===== src/hdl/ffa_pkg.sv =====
// ----------------------------------------------------------------------------
// ffa_pkg
// Shared widths, segment record and ring control record of the first-fit
// arena allocator.
// ----------------------------------------------------------------------------
package ffa_pkg;

  localparam int ADDR_W    = 16;
  localparam int SIZE_W    = 17;
  localparam int ARENA_MAX = 65536;

  localparam logic KIND_ALLOC = 1'b0;
  localparam logic KIND_FREE  = 1'b1;

  typedef struct packed {
    logic              valid;
    logic              used;
    logic [ADDR_W-1:0] start;
    logic [SIZE_W-1:0] size;
  } seg_t;

  typedef struct packed {
    logic shift;
    logic load;
    logic prev_we;
    seg_t tail;
    seg_t prev;
    seg_t init;
  } ring_ctrl_t;

endpackage


===== src/hdl/first_fit_arena_allocator_unit.sv =====
// Each request (allocate or free) runs from acceptance to result while the
// segment ring of MAX_SEGS + 1 cells makes one full rotation past the head
// sequencer, one cell per cycle; the result is then delivered once the
// output can take it. One request is in work at a time; the next may be accepted
// while the previous result still waits on the output. A write of
// arena_bytes, taken only while no request is in work, reloads the arena
// as one free segment.
// ----------------------------------------------------------------------------
// first_fit_arena_allocator_unit
// First-fit arena allocator with coalescing, built as a rotating ring of
// segment cells in address order.
// ----------------------------------------------------------------------------
module first_fit_arena_allocator_unit #(
  parameter int HDR_BYTES = 32,
  parameter int MAX_SEGS  = 64
) (
  input  logic                        clk_i,
  input  logic                        rst_ni,
  input  logic                        in_valid_i,
  output logic                        in_stall_o,
  input  logic                        kind_i,
  input  logic [ffa_pkg::SIZE_W-1:0]  req_size_i,
  input  logic [ffa_pkg::ADDR_W-1:0]  free_addr_i,
  output logic                        out_valid_o,
  input  logic                        out_stall_i,
  output logic [ffa_pkg::ADDR_W-1:0]  addr_o,
  output logic                        ok_o,
  input  logic                        cfg_valid_i,
  output logic                        cfg_ready_o,
  input  logic [ffa_pkg::SIZE_W-1:0]  arena_bytes_i
);

  ffa_pkg::seg_t       cell_seg [MAX_SEGS+1];
  ffa_pkg::ring_ctrl_t ctrl;
  logic                busy, res_valid, res_ok, res_ready, start;
  logic [ffa_pkg::ADDR_W-1:0] res_addr;
  logic                out_valid_q, out_valid_d;
  logic [ffa_pkg::ADDR_W-1:0] addr_q;
  logic                ok_q;

  for (genvar gi = 0; gi <= MAX_SEGS; gi++) begin : g_cell
    ffa_pkg::seg_t nbr, ld;
    if (gi == MAX_SEGS) begin : g_tail
      assign nbr = ctrl.tail;
    end else if (gi == MAX_SEGS - 1) begin : g_prev
      assign nbr = ctrl.prev_we ? ctrl.prev : cell_seg[gi+1];
    end else begin : g_mid
      assign nbr = cell_seg[gi+1];
    end
    assign ld = (gi == 0) ? ctrl.init : '0;
    ffa_cell #(
      .RST_VALID (1'(gi == 0)),
      .RST_SIZE  ((gi == 0) ? (ffa_pkg::ARENA_MAX - HDR_BYTES) : 0)
    ) u_cell (
      .clk_i      (clk_i),
      .rst_ni     (rst_ni),
      .shift_i    (ctrl.shift),
      .load_i     (ctrl.load),
      .load_val_i (ld),
      .nbr_i      (nbr),
      .seg_o      (cell_seg[gi])
    );
  end

  assign cfg_ready_o = !busy;
  assign in_stall_o  = busy | cfg_valid_i;
  assign start       = in_valid_i & !in_stall_o;
  assign res_ready   = !out_valid_q || !out_stall_i;

  ffa_head #(
    .HDR_BYTES (HDR_BYTES),
    .MAX_SEGS  (MAX_SEGS)
  ) u_head (
    .clk_i         (clk_i),
    .rst_ni        (rst_ni),
    .start_i       (start),
    .kind_i        (kind_i),
    .req_size_i    (req_size_i),
    .free_addr_i   (free_addr_i),
    .cfg_we_i      (cfg_valid_i & cfg_ready_o),
    .arena_bytes_i (arena_bytes_i),
    .h0_i          (cell_seg[0]),
    .h1_i          (cell_seg[1]),
    .h2_i          (cell_seg[2]),
    .tl_i          (cell_seg[MAX_SEGS]),
    .res_ready_i   (res_ready),
    .ctrl_o        (ctrl),
    .busy_o        (busy),
    .res_valid_o   (res_valid),
    .res_addr_o    (res_addr),
    .res_ok_o      (res_ok)
  );

  always_comb begin
    out_valid_d = out_valid_q;
    if (res_valid) out_valid_d = 1'b1;
    else if (!out_stall_i) out_valid_d = 1'b0;
  end

  always_ff @(posedge clk_i or negedge rst_ni) begin
    if (!rst_ni) begin
      out_valid_q <= 1'b0;
    end else begin
      out_valid_q <= out_valid_d;
    end
  end

  always_ff @(posedge clk_i) begin
    if (res_valid) begin
      addr_q <= res_addr;
      ok_q   <= res_ok;
    end
  end

  assign out_valid_o = out_valid_q;
  assign addr_o      = addr_q;
  assign ok_o        = ok_q;

`ifndef SYNTH
  a_busy_after_req: assert property (@(posedge clk_i) disable iff (!rst_ni)
    start |=> busy)
    else $error("request accepted but sequencer not busy");

  a_ok_nonzero: assert property (@(posedge clk_i) disable iff (!rst_ni)
    (out_valid_o && ok_o) |-> (addr_o != '0))
    else $error("granted or freed request with null offset");

  a_ring_tail_spare: assert property (@(posedge clk_i) disable iff (!rst_ni)
    !busy |-> (!cell_seg[MAX_SEGS].valid && cell_seg[0].valid))
    else $error("segment ring out of order at rest");
`endif

endmodule


===== src/hdl/ffa_cell.sv =====
// ----------------------------------------------------------------------------
// ffa_cell
// One ring cell: holds one segment record and takes its neighbor's record
// on every shift.
// ----------------------------------------------------------------------------
module ffa_cell #(
  parameter logic RST_VALID = 1'b0,
  parameter int   RST_SIZE  = 0
) (
  input  logic          clk_i,
  input  logic          rst_ni,
  input  logic          shift_i,
  input  logic          load_i,
  input  ffa_pkg::seg_t load_val_i,
  input  ffa_pkg::seg_t nbr_i,
  output ffa_pkg::seg_t seg_o
);

  ffa_pkg::seg_t seg_q;

  always_ff @(posedge clk_i or negedge rst_ni) begin
    if (!rst_ni) begin
      seg_q.valid <= RST_VALID;
      seg_q.used  <= 1'b0;
      seg_q.start <= '0;
      seg_q.size  <= ffa_pkg::SIZE_W'(RST_SIZE);
    end else if (load_i) begin
      seg_q <= load_val_i;
    end else if (shift_i) begin
      seg_q <= nbr_i;
    end
  end

  assign seg_o = seg_q;

endmodule


===== src/hdl/ffa_head.sv =====
// ----------------------------------------------------------------------------
// ffa_head
// Request sequencer at the head of the ring: matches, splits and merges
// segments as they pass, and keeps the result and the segment count.
// ----------------------------------------------------------------------------
module ffa_head #(
  parameter int HDR_BYTES = 32,
  parameter int MAX_SEGS  = 64
) (
  input  logic                        clk_i,
  input  logic                        rst_ni,
  input  logic                        start_i,
  input  logic                        kind_i,
  input  logic [ffa_pkg::SIZE_W-1:0]  req_size_i,
  input  logic [ffa_pkg::ADDR_W-1:0]  free_addr_i,
  input  logic                        cfg_we_i,
  input  logic [ffa_pkg::SIZE_W-1:0]  arena_bytes_i,
  input  ffa_pkg::seg_t               h0_i,
  input  ffa_pkg::seg_t               h1_i,
  input  ffa_pkg::seg_t               h2_i,
  input  ffa_pkg::seg_t               tl_i,
  input  logic                        res_ready_i,
  output ffa_pkg::ring_ctrl_t         ctrl_o,
  output logic                        busy_o,
  output logic                        res_valid_o,
  output logic [ffa_pkg::ADDR_W-1:0]  res_addr_o,
  output logic                        res_ok_o
);

  localparam int TW = $clog2(MAX_SEGS + 1);
  localparam logic [1:0] ST_IDLE = 2'd0;
  localparam logic [1:0] ST_RUN  = 2'd1;
  localparam logic [1:0] ST_DONE = 2'd2;
  localparam logic [TW-1:0] LAST_T   = TW'(MAX_SEGS);
  localparam logic [TW:0]   LAST_X   = (TW + 1)'(MAX_SEGS);
  localparam logic [TW-1:0] MAX_CNT  = TW'(MAX_SEGS);
  localparam logic [ffa_pkg::ADDR_W:0]   HDR_A = (ffa_pkg::ADDR_W + 1)'(HDR_BYTES);
  localparam logic [ffa_pkg::SIZE_W-1:0] HDR_S = ffa_pkg::SIZE_W'(HDR_BYTES);
  localparam logic [ffa_pkg::SIZE_W-1:0] MIN_A = ffa_pkg::SIZE_W'(HDR_BYTES + 1);
  localparam logic [ffa_pkg::SIZE_W-1:0] MAX_A = ffa_pkg::SIZE_W'(ffa_pkg::ARENA_MAX);

  logic [1:0]                  st_q, st_d;
  logic [TW-1:0]               t_q, t_d;
  logic [TW-1:0]               cnt_q, cnt_d;
  logic                        kind_q, kind_d;
  logic [ffa_pkg::SIZE_W-1:0]  req_q, req_d;
  logic [ffa_pkg::ADDR_W-1:0]  faddr_q, faddr_d;
  logic                        found_q, found_d;
  logic [1:0]                  skip_q, skip_d;
  ffa_pkg::seg_t               carry_q, carry_d;
  logic                        carry_on_q, carry_on_d;
  logic [ffa_pkg::ADDR_W-1:0]  addr_q, addr_d;
  logic                        ok_q, ok_d;

  logic [ffa_pkg::ADDR_W:0]    h0_sum;
  logic [ffa_pkg::SIZE_W-1:0]  rest, msize, arena;
  logic                        a_hit, f_hit, split, nm, pm, use_skip;
  logic [1:0]                  sk_now;
  ffa_pkg::seg_t               seg_tmp;

  always_comb begin
    st_d       = st_q;
    t_d        = t_q;
    cnt_d      = cnt_q;
    kind_d     = kind_q;
    req_d      = req_q;
    faddr_d    = faddr_q;
    found_d    = found_q;
    skip_d     = skip_q;
    carry_d    = carry_q;
    carry_on_d = carry_on_q;
    addr_d     = addr_q;
    ok_d       = ok_q;
    ctrl_o     = '0;
    ctrl_o.tail = h0_i;
    res_valid_o = 1'b0;
    use_skip   = 1'b0;
    sk_now     = skip_q;
    seg_tmp    = h0_i;

    h0_sum = {1'b0, h0_i.start} + HDR_A;
    rest   = h0_i.size - req_q;
    a_hit  = (kind_q == ffa_pkg::KIND_ALLOC) && (req_q != '0) && h0_i.valid &&
             !h0_i.used && (h0_i.size >= req_q);
    split  = (rest > HDR_S) && (cnt_q < MAX_CNT);
    f_hit  = (kind_q == ffa_pkg::KIND_FREE) && (faddr_q != '0) && h0_i.valid &&
             h0_i.used && (h0_sum == {1'b0, faddr_q});
    nm     = h1_i.valid && !h1_i.used;
    pm     = (t_q != '0) && tl_i.valid && !tl_i.used;
    msize  = h0_i.size + (nm ? (h1_i.size + HDR_S) : '0);

    arena = arena_bytes_i;
    if (arena < MIN_A) arena = MIN_A;
    if (arena > MAX_A) arena = MAX_A;

    case (st_q)
      ST_IDLE: begin
        if (cfg_we_i) begin
          ctrl_o.load       = 1'b1;
          ctrl_o.init.valid = 1'b1;
          ctrl_o.init.used  = 1'b0;
          ctrl_o.init.start = '0;
          ctrl_o.init.size  = arena - HDR_S;
          cnt_d = TW'(1);
        end else if (start_i) begin
          st_d       = ST_RUN;
          t_d        = '0;
          kind_d     = kind_i;
          req_d      = req_size_i;
          faddr_d    = free_addr_i;
          found_d    = 1'b0;
          skip_d     = 2'd0;
          carry_on_d = 1'b0;
          addr_d     = (kind_i == ffa_pkg::KIND_FREE) ? free_addr_i : '0;
          ok_d       = 1'b0;
        end
      end
      ST_RUN: begin
        ctrl_o.shift = 1'b1;
        t_d = t_q + TW'(1);
        if (t_q == LAST_T) st_d = ST_DONE;
        if (skip_q != 2'd0) begin
          use_skip = 1'b1;
        end else if (carry_on_q) begin
          ctrl_o.tail = carry_q;
          if (h0_i.valid) carry_d = h0_i;
          else carry_on_d = 1'b0;
        end else if (!found_q && a_hit) begin
          found_d = 1'b1;
          ok_d    = 1'b1;
          addr_d  = h0_sum[ffa_pkg::ADDR_W-1:0];
          seg_tmp.used = 1'b1;
          if (split) begin
            seg_tmp.size      = req_q;
            carry_d.valid     = 1'b1;
            carry_d.used      = 1'b0;
            carry_d.start     = ffa_pkg::ADDR_W'(h0_sum + req_q);
            carry_d.size      = rest - HDR_S;
            carry_on_d        = 1'b1;
            cnt_d             = cnt_q + TW'(1);
          end
          ctrl_o.tail = seg_tmp;
        end else if (!found_q && f_hit) begin
          found_d = 1'b1;
          ok_d    = 1'b1;
          if (pm) begin
            ctrl_o.prev_we   = 1'b1;
            ctrl_o.prev      = tl_i;
            ctrl_o.prev.size = tl_i.size + msize + HDR_S;
            sk_now   = nm ? 2'd2 : 2'd1;
            skip_d   = sk_now;
            use_skip = 1'b1;
            cnt_d    = cnt_q - TW'(sk_now);
          end else begin
            seg_tmp.used = 1'b0;
            seg_tmp.size = msize;
            ctrl_o.tail  = seg_tmp;
            skip_d = nm ? 2'd1 : 2'd0;
            cnt_d  = cnt_q - TW'(nm);
          end
        end
        if (use_skip) begin
          if (({1'b0, t_q} + (TW + 1)'(sk_now)) > LAST_X) ctrl_o.tail = '0;
          else ctrl_o.tail = (sk_now == 2'd1) ? h1_i : h2_i;
        end
      end
      ST_DONE: begin
        if (res_ready_i) begin
          res_valid_o = 1'b1;
          st_d = ST_IDLE;
        end
      end
      default: st_d = ST_IDLE;
    endcase
  end

  always_ff @(posedge clk_i or negedge rst_ni) begin
    if (!rst_ni) begin
      st_q       <= ST_IDLE;
      cnt_q      <= TW'(1);
      t_q        <= '0;
      found_q    <= 1'b0;
      skip_q     <= 2'd0;
      carry_on_q <= 1'b0;
    end else begin
      st_q       <= st_d;
      cnt_q      <= cnt_d;
      t_q        <= t_d;
      found_q    <= found_d;
      skip_q     <= skip_d;
      carry_on_q <= carry_on_d;
    end
  end

  always_ff @(posedge clk_i) begin
    kind_q  <= kind_d;
    req_q   <= req_d;
    faddr_q <= faddr_d;
    carry_q <= carry_d;
    addr_q  <= addr_d;
    ok_q    <= ok_d;
  end

  assign busy_o     = (st_q != ST_IDLE);
  assign res_addr_o = addr_q;
  assign res_ok_o   = ok_q;

endmodule


===== config.mk =====
export PLATFORM = sky130hd
export DESIGN_NAME = first_fit_arena_allocator_unit
export DESIGN_NICKNAME = d
export VERILOG_FILES = /design/src/hdl/ffa_pkg.sv /design/src/hdl/first_fit_arena_allocator_unit.sv /design/src/hdl/ffa_cell.sv /design/src/hdl/ffa_head.sv
export SDC_FILE = /design/constraint.sdc
export NUM_CORES = 2
export LEC_CHECK = 0
export ABC_AREA = 0
export BUFFER_PORTS_ARGS = -buffer_cell sky130_fd_sc_hd__buf_4
export CAP_MARGIN = 10
export CORE_MARGIN = 3
export CORE_UTILIZATION = 50
export DETAILED_ROUTE_END_ITERATION = 8
export PLACE_DENSITY = 0.65
export REMOVE_ABC_BUFFERS = 1
export SYNTH_ARGS = -nofsm -noshare
export SYNTH_HDL_FRONTEND = slang
export SYNTH_SLANG_ARGS = --single-unit

===== constraint.sdc =====
create_clock -name clk_i -period 6.9 [get_ports clk_i]
set_input_delay 0.345 -clock clk_i [delete_from_list [all_inputs] [get_ports clk_i]]
set_output_delay 0.345 -clock clk_i [all_outputs]
set_load 0.01 [all_outputs]

==> impl_summary.log <==
[metrics] total number of yosys warnings: 0
[metrics] class of the most critical hold timing path: in2reg
[metrics] netlist area before placement: 91000 µm²
[metrics] Synth Flop Type: sky130_fd_sc_hd__dfrtp_1
[metrics] number of global-route vias before repair: 54445
[metrics] DR vias: 54515
[metrics] post-route worst hold slack: 0.0797 ns
[metrics] simple-gate share of the synthesized area: 2.95%
[metrics] CTS Root Cell: sky130_fd_sc_hd__clkbuf_16
[metrics] count of input and output buffers: 75
[metrics] count of standard-cell rows: 155
[metrics] RSZ-0062 raised after global routing: false
[metrics] post-detailed-routing wire length: 184 mm
[metrics] Area growth, synth to finish: 12.1%
[metrics] count of flip-flops with a built-in enable after synthesis: 102
[metrics] maximum fanout count along the critical path: 19
[metrics] Layout fillers: 14140
[metrics] maximum clock frequency: 176 MHz
[metrics] worst-margin pin slew: 1.21 ns
[metrics] result of the run: completed
[metrics] number of hold violations in the final report: 0
[metrics] Maximum Capacitance Violations: 0
[metrics] number of nets with antenna violations after detailed routing: 0
[metrics] antenna violations before repair: 9
[metrics] ratio of total power to cell area: 345 nW/µm²
[metrics] kind of capture point of the worst setup path: flip-flop
[metrics] reg-to-reg critical path startpoint: g_cell[0].u_cell.seg_o[22]
[metrics] sequential-to-total area share from yosys stat: 66.6%
[metrics] maximum number of pins on one net before global-route repair: 259
[metrics] most frequent cell after synthesis: sky130_fd_sc_hd__dfrtp_1
[metrics] worst setup path class: reg2reg
[metrics] level count of the clock H-tree: 4
[metrics] stage delay of the slowest cell on the critical path: 0.57 ns
[metrics] drt first-iter violations: 5017
[metrics] total routing resource utilization after global routing: 19.8%
[metrics] part of the power in combinational logic: 17.0%
[metrics] launch point of the worst hold path: arena_bytes_i[6]
[metrics] CTS tree: built
[metrics] mean number of vias per cell: 6.10
[metrics] top cell type's share of synthesized area: 62.8%
[metrics] main combinational cell family by area after synthesis: compound AO/OA/AOI/OAI gates
[metrics] Max VDD drop: 0.000286 V
[metrics] chip height: 433 µm
[metrics] worst setup path startpoint: g_cell[0].u_cell.seg_o[22]
[metrics] clock transition at the registers of the reported paths: 0.06 ns
[metrics] async set or reset register ratio after synthesis: 95.7%
[metrics] synthesized-area fraction occupied by ao, oa, aoi and oai cells: 24.5%
[metrics] Post-route DRC: 0
[metrics] crit share post-route: 82.2%
[metrics] per-cell routed wire length: 20.6 µm
[metrics] internal portion of total power: 24.8 mW
[metrics] share of layout cells above drive strength 1: 9.14%
[metrics] number of gates resized after CTS: 0
[metrics] Worst EP required: 7.62 ns
[metrics] HPWL reported at the end of detailed placement: 106 mm
[metrics] number of storage elements in the synthesis netlist: 2398
[metrics] setup clock skew after layout: 0.0565 ns
[metrics] multiplexer area fraction after synthesis: 0.850%
[metrics] Die X: 433 µm
[metrics] worst slew slack as a fraction of its limit: 19.5%
[metrics] clock period minus final worst setup slack: 5.67 ns
[metrics] die outline area: 187000 µm²
[metrics] number of nets in the finished design: 6534
[metrics] Gate Count Post-Synth: 6507
[metrics] P_leak: 48.7 nW
[metrics] Clock power frac: 37.4%
[metrics] top cells by instance count after synthesis: sky130_fd_sc_hd__dfrtp_1, sky130_fd_sc_hd__a22o_1, sky130_fd_sc_hd__clkbuf_1
[metrics] I/O Pins: 76
[metrics] GR Overflow Total: 0
[metrics] number of failing setup endpoints in the final timing report: 0
[metrics] Post-DP Area: 93300 µm²
[metrics] total non-filler cell area in the finished layout: 102000 µm²
[metrics] area share of fa/ha/maj cells after synthesis: 1.44%
[metrics] number of buffers added by the clock tree synthesis step: 227
[metrics] effective utilization at floorplan: 50.6%
[metrics] biggest area consumer among synthesized cells: sky130_fd_sc_hd__dfrtp_1
[metrics] number of sinks driven by the clock tree: 2398
[metrics] cell chain of the critical path: ha_1, nand3_1, a311o_1, a32oi_1, nand4b_1, nor3_2, buf_4, nand2_1, nand2_1, ha_1, fa_1, nor2_1, a21oi_1, o311ai_0, o21ai_0, or2_2, o21bai_1, buf_4, o21ai_0, a31oi_1, o211ai_1
[metrics] top cells by area, synth: sky130_fd_sc_hd__dfrtp_1, sky130_fd_sc_hd__a22o_1, sky130_fd_sc_hd__edfxtp_1, sky130_fd_sc_hd__clkbuf_1, sky130_fd_sc_hd__ha_1
[metrics] first-pass GRT wire length: 306 mm
[metrics] # placed instances: 8446
[metrics] routability congestion estimate: 0.904
[metrics] placeable core region: 180000 µm²
[metrics] fraction of power spent switching nets: 29.5%
[metrics] count of different cell masters after synthesis: 88
[metrics] number of pins with negative max-slew slack in the final report: 0
[metrics] DR pass1 iterations: 5
[metrics] deepest clock path buffer count: 3
[metrics] xor/xnor cell area share of the yosys netlist: 1.03%
[metrics] sequential share of power: 45.6%
[metrics] cell at the slowest stage of the critical path: sky130_fd_sc_hd__dfrtp_1
[metrics] final sum of negative setup slack: 0 ns
[metrics] element type at the critical path start: flip-flop
[metrics] data arrival time of the critical path: 6.39 ns
[metrics] Worst-Skew Late Latency: 0.85 ns
[metrics] non-filler instance count after layout: 8940
[metrics] syn avg cell area: 14.0 µm²
[metrics] Switch Pwr: 10.4 mW
logic make-up after synthesis:
logic type | Yosys count
DFF | 2398
muxes | 76
AOI/OAI and AO/OA | 2637
xor gates and xnor gates | 98
adders and majority gates | 101
and+or+nand+nor | 553
buffers and inverters | 644
area by class of cell:
cell class,count,area [µm²],share of cell area [%]
Antenna cell,6,15.0,0.0147
Inverter,70,270,0.265
Sequential cell,2398,60500,59.4
Timing Repair Buffer,215,2110,2.07
Clock buffer,328,6650,6.52
Multi-Input combinational cell,3465,28000,27.5
Clock inverter,103,1430,1.40
Tap cell,2355,2950,2.89
metrics by stage:
step | total power, mW | setup WS (ns) | util (%)
after floorplan | 18.5 | -37.53 | -
after global placement | 22.2 | 1.19 | 52.0
after detailed placement | 22.2 | 1.20 | 52.0
after CTS | 35.6 | 1.20 | 56.8
after global routing | 36.9 | 0.801 | 56.8
final | 35.2 | 1.23 | 56.8
flip-flops by register name, summed over array words and instances, names as in the netlist, 7 cells and up:
signal / cells
addr_o: 16
u_head.faddr_q: 16
u_head.t_q: 7
g_cell.u_cell.seg_o: 2275
u_head.req_q: 17
u_head.cnt_q: 7
u_head.carry_q: 34
u_head.res_addr_o: 16
cell usage in the layout, fill, tap and decap left out, drive strengths merged, types with 9 or more instances in the layout:
cell type    instances
dfrtp             2283
a22o              2195
clkbuf             328
nand2              193
buf                158
o21ai              104
edfxtp             102
nor2                99
ha                  95
a21oi               89
inv                 75
xnor2               67
mux2i               66
nand3               65
clkinv              60
dlygate4sd3         57
nor3                32
o211ai              31
bufinv              29
xor2                26
and3                25
nand4               22
a21o                22
a211oi              22
a31oi               21
nor2b               20
o221ai              20
or3                 19
a22oi               17
a221o               17
nand2b              16
and2                14
or2                 14
dfstp               13
o21a                12
nor4                11
mux2                10
o31ai                9
clkinvlp             9
or4                  9
worst paths after layout:
kind | end | slack, ns | cells past startpoint
max | g_cell[64].u_cell.seg_o[16] | 1.23 | 21
min | g_cell[0].u_cell.seg_o[6] | 0.08 | 6
max reg2reg | g_cell[64].u_cell.seg_o[16] | 1.23 | 21
min reg2reg | addr_o[11] | 0.39 | 0
max in group asynchronous | g_cell[13].u_cell.seg_o[4] | 4.73 | 4
min in group asynchronous | g_cell[33].u_cell.seg_o[17] | 0.10 | 2
power by group through the flow:
stage	registers [mW]	logic (mW)	clock network, mW
2_1_floorplan	15.5	3.02	0
3_3_place_gp	16.3	5.88	0
3_5_place_dp	16.3	5.96	0
4_1_cts	16.0	6.03	13.5
5_1_grt	16.2	6.66	14.1
6_report	16.0	5.99	13.1
layer usage:
metal	vias up	GRT usage (%)	routed length (µm)	share of wire, %
met5	-	0	13	0.0071
li1	24780	-	-	-
met3	321	2.95	7140	3.9
met1	28365	30.6	89200	48
met4	2	7.15	6400	3.5
met2	1047	28.5	81500	44
worst max-delay path, delay by kind of cell, from the launching register on:
kind	cells	cell delay, ns
simple gates	7	1.77
compound gates	9	1.71
fa+ha+maj	3	1.09
flops	1	0.57
buf+inv	2	0.42
what timing repair did:
item,4_1_cts,5_1_grt
endpoints found under the hold margin,202,0
hold buffers,57,0
buffers inserted,0,0
Note: power is estimated with default switching activity, not from simulation.
